<file path="config.mk">
export PLATFORM = sky130hd
export DESIGN_NAME = srjb_ctrl
export DESIGN_NICKNAME = d
export VERILOG_FILES = /design/src/hw/rtl/srjb_pkg.sv /design/src/hw/rtl/srjb_ctrl.sv
export SDC_FILE = /design/constraint.sdc
export NUM_CORES = 1
export LEC_CHECK = 0
export BUFFER_PORTS_ARGS = -buffer_cell sky130_fd_sc_hd__buf_4
export CELL_PAD_IN_SITES_DETAIL_PLACEMENT = 0
export CELL_PAD_IN_SITES_GLOBAL_PLACEMENT = 1
export CORE_ASPECT_RATIO = 1.1
export CORE_MARGIN = 2
export CORE_UTILIZATION = 29
export DETAILED_ROUTE_END_ITERATION = 16
export HOLD_SLACK_MARGIN = 0.12
export PLACE_DENSITY_LB_ADDON = 0.1
export SLEW_MARGIN = 20
export SYNTH_ARGS = -nofsm -noshare
export SYNTH_HDL_FRONTEND = slang
export SYNTH_SLANG_ARGS = --single-unit
export TNS_END_PERCENT = 5
</file>
<file path="constraint.sdc">
create_clock -name clk_i -period 1.55 [get_ports clk_i]
set_clock_uncertainty 0.15 [all_clocks]
set_input_delay 0.0775 -clock clk_i [delete_from_list [all_inputs] [get_ports clk_i]]
set_output_delay 0.0775 -clock clk_i [all_outputs]
set_load 0.02 [all_outputs]
</file>
<file path="src/hw/rtl/srjb_pkg.sv">
// ----------------------------------------------------------------------------
// srjb_pkg
// Shared types, codes and widths of the sorted range join buffer.
// ----------------------------------------------------------------------------
`default_nettype none

package srjb_pkg;

  // Field widths of the stream items
  localparam int unsigned OP_W      = 2;
  localparam int unsigned KEY_W     = 64;
  localparam int unsigned HANDLE_W  = 32;
  localparam int unsigned OUTCOME_W = 2;
  localparam int unsigned TDATA_W   = 104;
  localparam int unsigned CFG_W     = 32;
  localparam int unsigned CFG_IDX_W = 2;

  // Parameter defaults
  localparam int unsigned DEF_TABLE_DEPTH = 64;
  localparam int unsigned DEF_KEY_BITS    = 64;
  localparam int unsigned DEF_HANDLE_BITS = 32;

  // Configuration register indexes
  typedef enum logic [CFG_IDX_W-1:0] {
    CFG_WINDOW_LOW  = 2'd0,
    CFG_WINDOW_HIGH = 2'd1,
    CFG_LOW_STRICT  = 2'd2,
    CFG_HIGH_STRICT = 2'd3
  } cfg_idx_e;

  // Request operations
  typedef enum logic [OP_W-1:0] {
    OP_INSERT = 2'd0,
    OP_RANGE  = 2'd1,
    OP_LATEST = 2'd2,
    OP_UNUSED = 2'd3
  } op_e;

  // Result outcomes
  typedef enum logic [OUTCOME_W-1:0] {
    OUT_INSERTED = 2'd0,
    OUT_FULL     = 2'd1,
    OUT_MATCH    = 2'd2,
    OUT_NOMATCH  = 2'd3
  } outcome_e;

  // Source of a pushed result
  typedef enum logic [1:0] {
    PUSH_CODE = 2'd0,
    PUSH_PEND = 2'd1,
    PUSH_CUR  = 2'd2
  } push_src_e;

  // Controller to datapath commands
  typedef struct packed {
    logic      start;
    logic      rd;
    logic      shift;
    logic      place;
    logic      step;
    logic      push;
    push_src_e push_src;
    logic      push_last;
    outcome_e  push_code;
    logic      pend_load;
    logic      pend_clr;
  } cmd_t;

  // Datapath to controller status
  typedef struct packed {
    op_e  in_op;
    op_e  op;
    logic full;
    logic cnt_zero;
    logic pos_zero;
    logic rd_gt;
    logic in_win;
    logic idx_end;
    logic pend_v;
    logic out_free;
  } sts_t;

endpackage

`default_nettype wire

</file>
<file path="src/hw/rtl/srjb_ctrl.sv">
// ----------------------------------------------------------------------------
// srjb_ctrl
// Sequencer of the sorted range join buffer: insert walk and probe scans.
// ----------------------------------------------------------------------------
`default_nettype none

module srjb_ctrl import srjb_pkg::*; (
  input  logic clk_i,
  input  logic rst_ni,
  input  logic in_valid_i,
  output logic in_ready_o,
  input  sts_t sts_i,
  output cmd_t cmd_o
);

  typedef enum logic [2:0] {
    ST_IDLE, ST_INS_RD, ST_INS_CMP, ST_SCAN_RD, ST_SCAN_CMP, ST_FLUSH, ST_RESP
  } state_e;

  state_e   state_q, state_d;
  outcome_e code_q, code_d;

  // Next state and commands
  always_comb begin
    state_d        = state_q;
    code_d         = code_q;
    cmd_o          = '0;
    cmd_o.push_src = PUSH_CODE;
    cmd_o.push_code = OUT_NOMATCH;
    in_ready_o     = 1'b0;
    case (state_q)
      ST_IDLE: begin
        in_ready_o = 1'b1;
        if (in_valid_i) begin
          cmd_o.start = 1'b1;
          case (sts_i.in_op)
            OP_INSERT: begin
              if (sts_i.full) begin
                code_d  = OUT_FULL;
                state_d = ST_RESP;
              end else begin
                state_d = ST_INS_RD;
              end
            end
            OP_RANGE, OP_LATEST: begin
              if (sts_i.cnt_zero) begin
                code_d  = OUT_NOMATCH;
                state_d = ST_RESP;
              end else begin
                state_d = ST_SCAN_RD;
              end
            end
            default: begin
              code_d  = OUT_NOMATCH;
              state_d = ST_RESP;
            end
          endcase
        end
      end
      ST_INS_RD: begin
        if (sts_i.pos_zero) begin
          cmd_o.place = 1'b1;
          code_d      = OUT_INSERTED;
          state_d     = ST_RESP;
        end else begin
          cmd_o.rd = 1'b1;
          state_d  = ST_INS_CMP;
        end
      end
      ST_INS_CMP: begin
        // move a larger key up one place, else drop the new pair here
        if (sts_i.rd_gt) begin
          cmd_o.shift = 1'b1;
          state_d     = ST_INS_RD;
        end else begin
          cmd_o.place = 1'b1;
          code_d      = OUT_INSERTED;
          state_d     = ST_RESP;
        end
      end
      ST_SCAN_RD: begin
        cmd_o.rd = 1'b1;
        state_d  = ST_SCAN_CMP;
      end
      ST_SCAN_CMP: begin
        if (sts_i.op == OP_LATEST) begin
          if (sts_i.in_win) begin
            if (sts_i.out_free) begin
              cmd_o.push     = 1'b1;
              cmd_o.push_src = PUSH_CUR;
              state_d        = ST_IDLE;
            end
          end else if (sts_i.idx_end) begin
            code_d  = OUT_NOMATCH;
            state_d = ST_RESP;
          end else begin
            cmd_o.step = 1'b1;
            state_d    = ST_SCAN_RD;
          end
        end else if (!(sts_i.in_win && sts_i.pend_v) || sts_i.out_free) begin
          // hold one match back so the final one can carry tlast
          if (sts_i.in_win) begin
            cmd_o.pend_load = 1'b1;
            if (sts_i.pend_v) begin
              cmd_o.push     = 1'b1;
              cmd_o.push_src = PUSH_PEND;
            end
          end
          if (sts_i.idx_end) begin
            state_d = ST_FLUSH;
          end else begin
            cmd_o.step = 1'b1;
            state_d    = ST_SCAN_RD;
          end
        end
      end
      ST_FLUSH: begin
        if (sts_i.out_free) begin
          cmd_o.push      = 1'b1;
          cmd_o.push_src  = sts_i.pend_v ? PUSH_PEND : PUSH_CODE;
          cmd_o.push_last = 1'b1;
          cmd_o.pend_clr  = 1'b1;
          state_d         = ST_IDLE;
        end
      end
      ST_RESP: begin
        if (sts_i.out_free) begin
          cmd_o.push      = 1'b1;
          cmd_o.push_code = code_q;
          state_d         = ST_IDLE;
        end
      end
      default: state_d = ST_IDLE;
    endcase
  end

  // State
  always_ff @(posedge clk_i or negedge rst_ni) begin
    if (!rst_ni) begin
      state_q <= ST_IDLE;
      code_q  <= OUT_NOMATCH;
    end else begin
      state_q <= state_d;
      code_q  <= code_d;
    end
  end

endmodule

`default_nettype wire

</file>
* After elaboration in Yosys (flattened, before gate mapping) *
Cells that the tools add are included.

storage, ports and cells
  flip-flop bits (word level) = 5
  bits of input ports = 15
  output and inout bits = 14
  logic and storage cells = 85

operators by class
  eq/ne operators = 18
  multiplexer cells = 55
  reduce and logical (&&, ||, !) cells = 10

operators with widths
  cell                  number
  $mux W3               15
  $mux W2               10
  $mux W1               19
  $pmux W3 S6           1
  $mux W4               3
  $ne A2 B2 Y1 const B  6
  $eq A3 B3 Y1 const B  3
  $ne A3 B3 Y1 const B  3
  $reduce_and A9 Y1     1
  $pmux W2 S2           2
  $pmux W2 S4           1
  $eq A3 B2 Y1 const B  2
  $pmux W3 S2           1
  $eq A2 B2 Y1 const B  2
  $pmux W1 S2           2
  $reduce_bool A4 Y1    1
  $reduce_or A2 Y1      2
  $eq A3 B1 Y1 const B  1
  $logic_not A3 Y1      1
  $pmux W1 S3           1
  $eq A2 B1 Y1 const B  1
  $logic_not A2 Y1      1
  $reduce_and A2 Y1     1
  $logic_and A1 B1 Y1   1
  other kinds (2)       2

* Logic depth before layout (Yosys ltp) *
Gate-level depths: netlist (run 1).

  depth in word-level cells = 6
  gate-level depth with buffers = 6
  depth with buffers taken out = 6

* Worst setup path after synthesis (run 1) *
OpenSTA, ideal clock, no wires.

  kind = reg-to-reg
  start point = register state_q[2]
  end point = register state_q[0]
  setup time = 0.078 ns
  arrival = 1.586 ns
  required time = 1.322 ns
  setup slack = -0.264 ns
  cell stages (with the launch flop) = 5
  path buffers = 1
  period minus slack after synthesis = 1.814 ns
  cells stage by stage = dfrtp_1 -> buf_2 -> nor4_1 -> a31oi_1 -> a21oi_1

between the ends
  word-level cells in the longest chain between the ends = 3
  elaborated cells between the ends (all ways) = 12
  classes of those cells = eq/ne (8); mux (1); reduce/logical (3)

ends and longest elaborated chain
  item                                                     RTL line          source
  start: declaration                                       srjb_ctrl.sv:20   state_e state_q, state_d;
  start signal: assignment                                 srjb_ctrl.sv:143  state_q <= state_d;
  $eq A3 B3 Y1 / $logic_not A3 Y1 (equally long branches)  srjb_ctrl.sv:31   case (state_q)
  $reduce_or A2 Y1 (no line) (tied with other cells)       --
  $pmux W3 S6 / $reduce_and A2 Y1 (equally long branches)  --

Several ways; a longest one is shown, not always the timed one.
A chain may end at the register's enable or synchronous reset.

==> impl_metrics.env, run 1 <==
export IMPL_status="complete, but fails checks"
export IMPL_violations="setup timing"
export IMPL_crit_slowest_cell="dfrtp_2"
export IMPL_fp_dieW_um=49.6
export IMPL_synth_area_leaders="dfrtp_1 11%, dfstp_2 7.9%, inv_1 5.1%"
export IMPL_async_reset_ff_frac=1.00
export IMPL_cpLargestDelayFamily="flip-flops"
export IMPL_slew_headroom=0.787
export IMPL_crit_fanout=5
export IMPL_slew_violations=0
export IMPL_cts_buffers_inserted=3
export IMPL_grt_pass1_vias=821
export IMPL_synth_seq_area_share=0.192
export IMPL_nets=162
export IMPL_dp_hpwl_mm=1.79
export IMPL_core_area_um2=2210
export IMPL_ys_ff_latch=5
export IMPL_ys_flop_type="dfrtp_1"
export IMPL_synth_distinct_cells=44
export IMPL_syn_avg_cell_area_um2=8.00
export IMPL_required_ns=1.32
export IMPL_grt_ovfl_total=0
export IMPL_clockBufferDepth=2
export IMPL_timing_final_hold_violations=0
export IMPL_setup_viol=18
export IMPL_preCtsSetupSlack_ns=-0.212
export IMPL_cp_num_buf_inv=2
export IMPL_worstSetupStartpointType="flip-flop"
export IMPL_critical_path_max_stage_delay_ns=0.44
export IMPL_synth_warnings=0
export IMPL_wirelength_mm=2.48
export IMPL_postLayoutCellArea_um2=1300
export IMPL_power_density_nw_per_um2=1670
export IMPL_fmax_ghz=0.527
export IMPL_synth_nets=100
export IMPL_drive_gt1_frac=0.590
export IMPL_viasPerCell=5.17
export IMPL_vdd_drop_max_mv=1.14
export IMPL_first_iter_violations=17
export IMPL_wire_per_inst_um=14.2
export IMPL_place_gp_congestion=0.792
export IMPL_die_area_um2=2690
export IMPL_netlist_instances=83
export IMPL_drtAntennaViolNets=0
export IMPL_syn_area_um2=664
export IMPL_initial_core_util=0.301
export IMPL_cap_violations=0
export IMPL_vias=900
export IMPL_yosysTopAreaCell="dfrtp_1"
export IMPL_ios=29
export IMPL_critPathKind="flip-flop to primary output"
export IMPL_min_period_ns=1.90
export IMPL_root_buffer="clkbuf_4"
export IMPL_cp_common_cell="buf_4"
export IMPL_grtUsageTotal=0.184
export IMPL_first_pass_iters=4
export IMPL_syn_to_final_growth_pct=95.5
export IMPL_die_h_um=54.2
export IMPL_crit_path_end_kind="primary output"
export IMPL_antenna_found_initial=0
export IMPL_setup_slack_ns=-0.347
export IMPL_yosysTopAreaCellShare=0.113
export IMPL_htree_levels=1
export IMPL_row_count=18
export IMPL_grt_max_degree=9
export IMPL_clk_latency_ns=0.24
export IMPL_clkSinkCount=5
export IMPL_post_route_drc_count=0
export IMPL_reg2reg_slack_ns=-0.25
export IMPL_total_power_mw=2.17
export IMPL_clk_pin_slew_worst_paths_ns=0.05
export IMPL_hold_path_class="input port to flip-flop"
export IMPL_worst_slew_pin_slew_ns=0.319
export IMPL_grt_pass1_wl_mm=3.74
export IMPL_rsz0062_at_grt="true"
export IMPL_cts_tree="yes"
export IMPL_worstPathCellList="buf_4 > nor3b_4 > nand3_2 > a2111oi_4 > buf_4"
export IMPL_portBuffers=28
export IMPL_cp_data_arrival_time_ns=1.67
export IMPL_antenna_cells=0
export IMPL_finalCritPeriodShare=1.22
export IMPL_synth_edff_count=0
export IMPL_p_leak_nw=0.592
export IMPL_place_area_um2=1080
-- cells in the mapped netlist, types with 2 or more instances --
master and number:
a21oi_1 6, buf_4 2, dfrtp_1 3, dfstp_2 2
ha_1 2, inv_1 9, inv_2 3, nand2_1 5
nand2b_1 3, nand3_1 2, nor2_1 3, nor2b_1 3
o2111ai_1 2, o21ai_0 4, o221ai_1 2, o22ai_1 2
or3_1 3
-- repair_timing --
action,4_1_cts,5_1_grt
hold buffers,6,0
gates resized for setup,11,12
buffers inserted,4,2
endpoints found under the setup margin,19,18
endpoints found under the hold margin,7,0
gates cloned,0,0
pin swaps,3,2
-- final cells by class --
| cell class | instances | area, um^2 |
|---|---|---|
| clock buffer | 4 | 26.3 |
| fill | 220 | 908 |
| inverter | 12 | 47.5 |
| multi-input combinational | 62 | 564 |
| sequential | 5 | 131 |
| tap | 30 | 37.5 |
| timing repair buffer | 61 | 492 |
-- final timing paths --
path,start,endpoint,cells past startpoint
max in group asynchronous,rst_ni,state_q[2]$_DFFE_PN0P_,3
min in group asynchronous,rst_ni,code_q[0]$_DFFE_PN1P_,2
max reg2reg,state_q[0]$_DFFE_PN0P_,code_q[1]$_DFFE_PN1P_,6
min reg2reg,code_q[0]$_DFFE_PN1P_,code_q[0]$_DFFE_PN1P_,1
min,sts_i[7],state_q[0]$_DFFE_PN0P_,4
max,state_q[1]$_DFFE_PN0P_,cmd_o[5],5
-- cells in the final DEF, fill, tap and decap left out, drive strengths merged, types with 2 or more instances in the layout --
master        n
nor2          3
dfrtp         3
nand2b        3
a21oi         6
dlygate4sd3   6
o2111ai       2
nand3         2
o22ai         3
clkbuf        4
o221ai        2
dfstp         2
ha            2
a2111oi       2
nand2         5
o21ai         5
or3           3
nor2b         3
or2b          2
inv          12
buf          55
-- power by group --
group / internal [mW] / switching (mW)
combinational: 0.904 / 0.802
clock: 0.0980 / 0.0631
sequential: 0.221 / 0.0780
total: 1.22 / 0.943
-- cell families after synthesis --
| logic type | after synthesis | synth area share |
|---|---|---|
| AOI/OAI and AO/OA | 29 | 0.347 |
| xor gates and xnor gates | 1 | 0.0132 |
| adders and majority gates | 2 | 0.0377 |
| buffers and inverters | 16 | 0.115 |
| DFF | 5 | 0.192 |
| muxes | 2 | 0.0320 |
| and+or+nand+nor | 28 | 0.264 |
-- per-layer routing --
layer,up-vias,share of wire,global-route usage
li1,439,-,-
met1,423,0.45,0.235
met2,30,0.48,0.311
met3,8,0.040,0.0278
met4,0,0.025,0.0741
met5,-,0,0
-- stage by stage --
stage | hold slack [ns] | setup TNS (ns) | util | std cells
after floorplan | -0.368 | -0.0858 | - | 83
after global placement | -0.266 | -0.784 | 0.488 | 158
after detailed placement | -0.265 | -0.922 | 0.488 | 158
after CTS | 0.135 | -3.45 | 0.556 | 172
after global routing | 0.182 | -4.58 | 0.588 | 174
final | 0.161 | -3.52 | 0.588 | 174
-- sequential cells by signal, indices dropped and copies added (netlist names) --
register and flops:
code_q 2, state_q 3
-- worst reg2reg max path, delay by kind of cell (launching register included) --
kind,cells,cell delay [ns]
flops,1,0.43
compound gates,2,0.36
mux,1,0.35
buf+inv,2,0.33
simple gates,1,0.11
(Power assumes the default switching activity.)
==> inputs of run 2 (changes only) <==
==> constraint.sdc (replaced) <==
create_clock -name clk_i -period 1.55 [get_ports clk_i]
set_clock_uncertainty 0.15 [all_clocks]
set_input_delay 0.31 -clock clk_i [delete_from_list [all_inputs] [get_ports clk_i]]
set_output_delay 0.31 -clock clk_i [all_outputs]
set_load 0.02 [all_outputs]
==> impl_metrics.env, run 2 (synthesis results as in run 1) <==
export IMPL_cap_violations=0
export IMPL_drtAntennaViolNets=0
export IMPL_final_cell_mix="59 x buf_4, 9 x inv_1, 6 x a21oi_1"
export IMPL_final_common_cell="buf_4"
export IMPL_wirelength_mm=2.21
export IMPL_syn_to_final_growth_pct=91.7
export IMPL_finalCritPeriodShare=1.27
export IMPL_timing_final_hold_violations=0
export IMPL_wire_per_inst_um=12.5
export IMPL_worst_slew_pin_slew_ns=0.326
export IMPL_grt_pass1_vias=861
export IMPL_p_leak_nw=0.590
export IMPL_first_pass_iters=4
export IMPL_htree_levels=1
export IMPL_portBuffers=28
export IMPL_status="complete, but fails checks"
export IMPL_ios=29
export IMPL_clk_latency_ns=0.24
export IMPL_top_regs="state_q (3), code_q (2)"
export IMPL_reg2reg_from="state_q[1]$_DFFE_PN0P_"
export IMPL_postLayoutCellArea_um2=1270
export IMPL_dp_cells=170
export IMPL_reg2regPathDepth=6
export IMPL_top_register="state_q"
export IMPL_place_gp_congestion=0.854
export IMPL_row_count=18
export IMPL_total_power_mw=2.06
export IMPL_setup_slack_ns=-0.425
export IMPL_cts_buffers_inserted=3
export IMPL_required_ns=1.09
export IMPL_critPathKind="flip-flop to primary output"
export IMPL_root_buffer="clkbuf_4"
export IMPL_drive_gt1_frac=0.616
export IMPL_die_h_um=54.2
export IMPL_clockBufferDepth=2
export IMPL_min_period_ns=1.97
export IMPL_grt_max_degree=8
export IMPL_dp_hpwl_mm=1.78
export IMPL_power_density_nw_per_um2=1610
export IMPL_vdd_drop_max_mv=1.15
export IMPL_post_route_drc_count=0
export IMPL_nets=164
export IMPL_hold_slack_ns=0.251
export IMPL_fin_cells=176
export IMPL_clkSinkCount=5
export IMPL_cp_data_arrival_time_ns=1.51
export IMPL_violations="setup timing"
export IMPL_antenna_found_initial=0
export IMPL_startpoint="state_q[1]$_DFFE_PN0P_"
export IMPL_cts_tree="yes"
export IMPL_fmax_ghz=0.506
export IMPL_first_iter_violations=14
export IMPL_grt_pass1_wl_mm=3.68
export IMPL_antenna_cells=0
export IMPL_clk_pin_slew_worst_paths_ns=0.05
export IMPL_largest_reg_flops=3
export IMPL_core_area_um2=2210
export IMPL_rsz0062_at_grt="true"
export IMPL_viasPerCell=4.91
export IMPL_die_area_um2=2690
export IMPL_grtUsageTotal=0.178
export IMPL_setup_viol=19
export IMPL_fp_dieW_um=49.6
export IMPL_slew_violations=0
export IMPL_slew_headroom=0.783
export IMPL_initial_core_util=0.301
export IMPL_grt_ovfl_total=0
export IMPL_hold_path_class="input port to async pin"
export IMPL_vias=865
export IMPL_place_area_um2=1150
export IMPL_worstSetupStartpointType="flip-flop"
export IMPL_crit_fanout=6
export IMPL_setup_tns_ns=-5.11
export IMPL_crit_path_end_kind="primary output"
==> run 2: changes by cell type in the layout (fill, tap and decap cells not counted), moves of 2 or more <==
cell	delta
buf_4	+9
buf_6	-2
nand2_2	+2
dlygate4sd3_1	-5
==> run 2: timing repair <==
action / 4_1_cts / 5_1_grt
pin swaps: 1 / 1
resized for setup: 14 / 5
hold endpoints to repair: 5 / 0
endpoints found under the setup margin: 19 / 19
setup buffers: 1 / 0
hold buffers: 1 / 0
==> run 2: worst paths after layout <==
kind                                               end  slack [ns]
worst max-delay path                          cmd_o[5]       -0.42
worst min-delay path            state_q[2]$_DFFE_PN0P_        0.25
worst max register to register   code_q[1]$_DFFE_PN1P_       -0.27
worst min register to register   code_q[0]$_DFFE_PN1P_        0.40
max in group asynchronous        code_q[0]$_DFFE_PN1P_        0.80
min in group clk_i              state_q[2]$_DFFE_PN0P_        0.31
==> run 2: per-layer routing <==
| layer | vias to the layer above | global-route usage | part of all wire |
|---|---|---|---|
| met2 | 27 | 0.347 | 0.53 |
| met5 | - | 0 | 0 |
| li1 | 434 | - | - |
| met4 | 0 | 0.0324 | 0 |
| met3 | 0 | 0.0278 | 0.044 |
| met1 | 404 | 0.207 | 0.43 |
==> run 2: final cells by class <==
cell class	count	area [um^2]
timing repair buffer	63	487
multi-input combinational	62	544
sequential	5	131
clock buffer	4	26.3
tap	30	37.5
inverter	12	47.5
fill	219	933
==> run 2: metrics by stage <==
step	util	setup slack (ns)
after floorplan	-	-0.239
after global placement	0.522	-0.263
after detailed placement	0.522	-0.277
after CTS	0.569	-0.440
after global routing	0.577	-0.511
final	0.577	-0.425
==> run 2: where the power goes <==
group / internal [mW] / switching, mW / leakage [nW]
clock network: 0.0974 / 0.0553 / 0.0150
registers: 0.222 / 0.0831 / 0.0549
logic: 0.846 / 0.753 / 0.520
total: 1.16 / 0.892 / 0.590
==> run 2: worst max-delay path, cell delays in order, from the launching register on <==
cell and delay, ns:
dfrtp_2 0.45, nor3b_4 0.23, nand3_2 0.12, a2111oi_4 0.29, buf_4 0.19
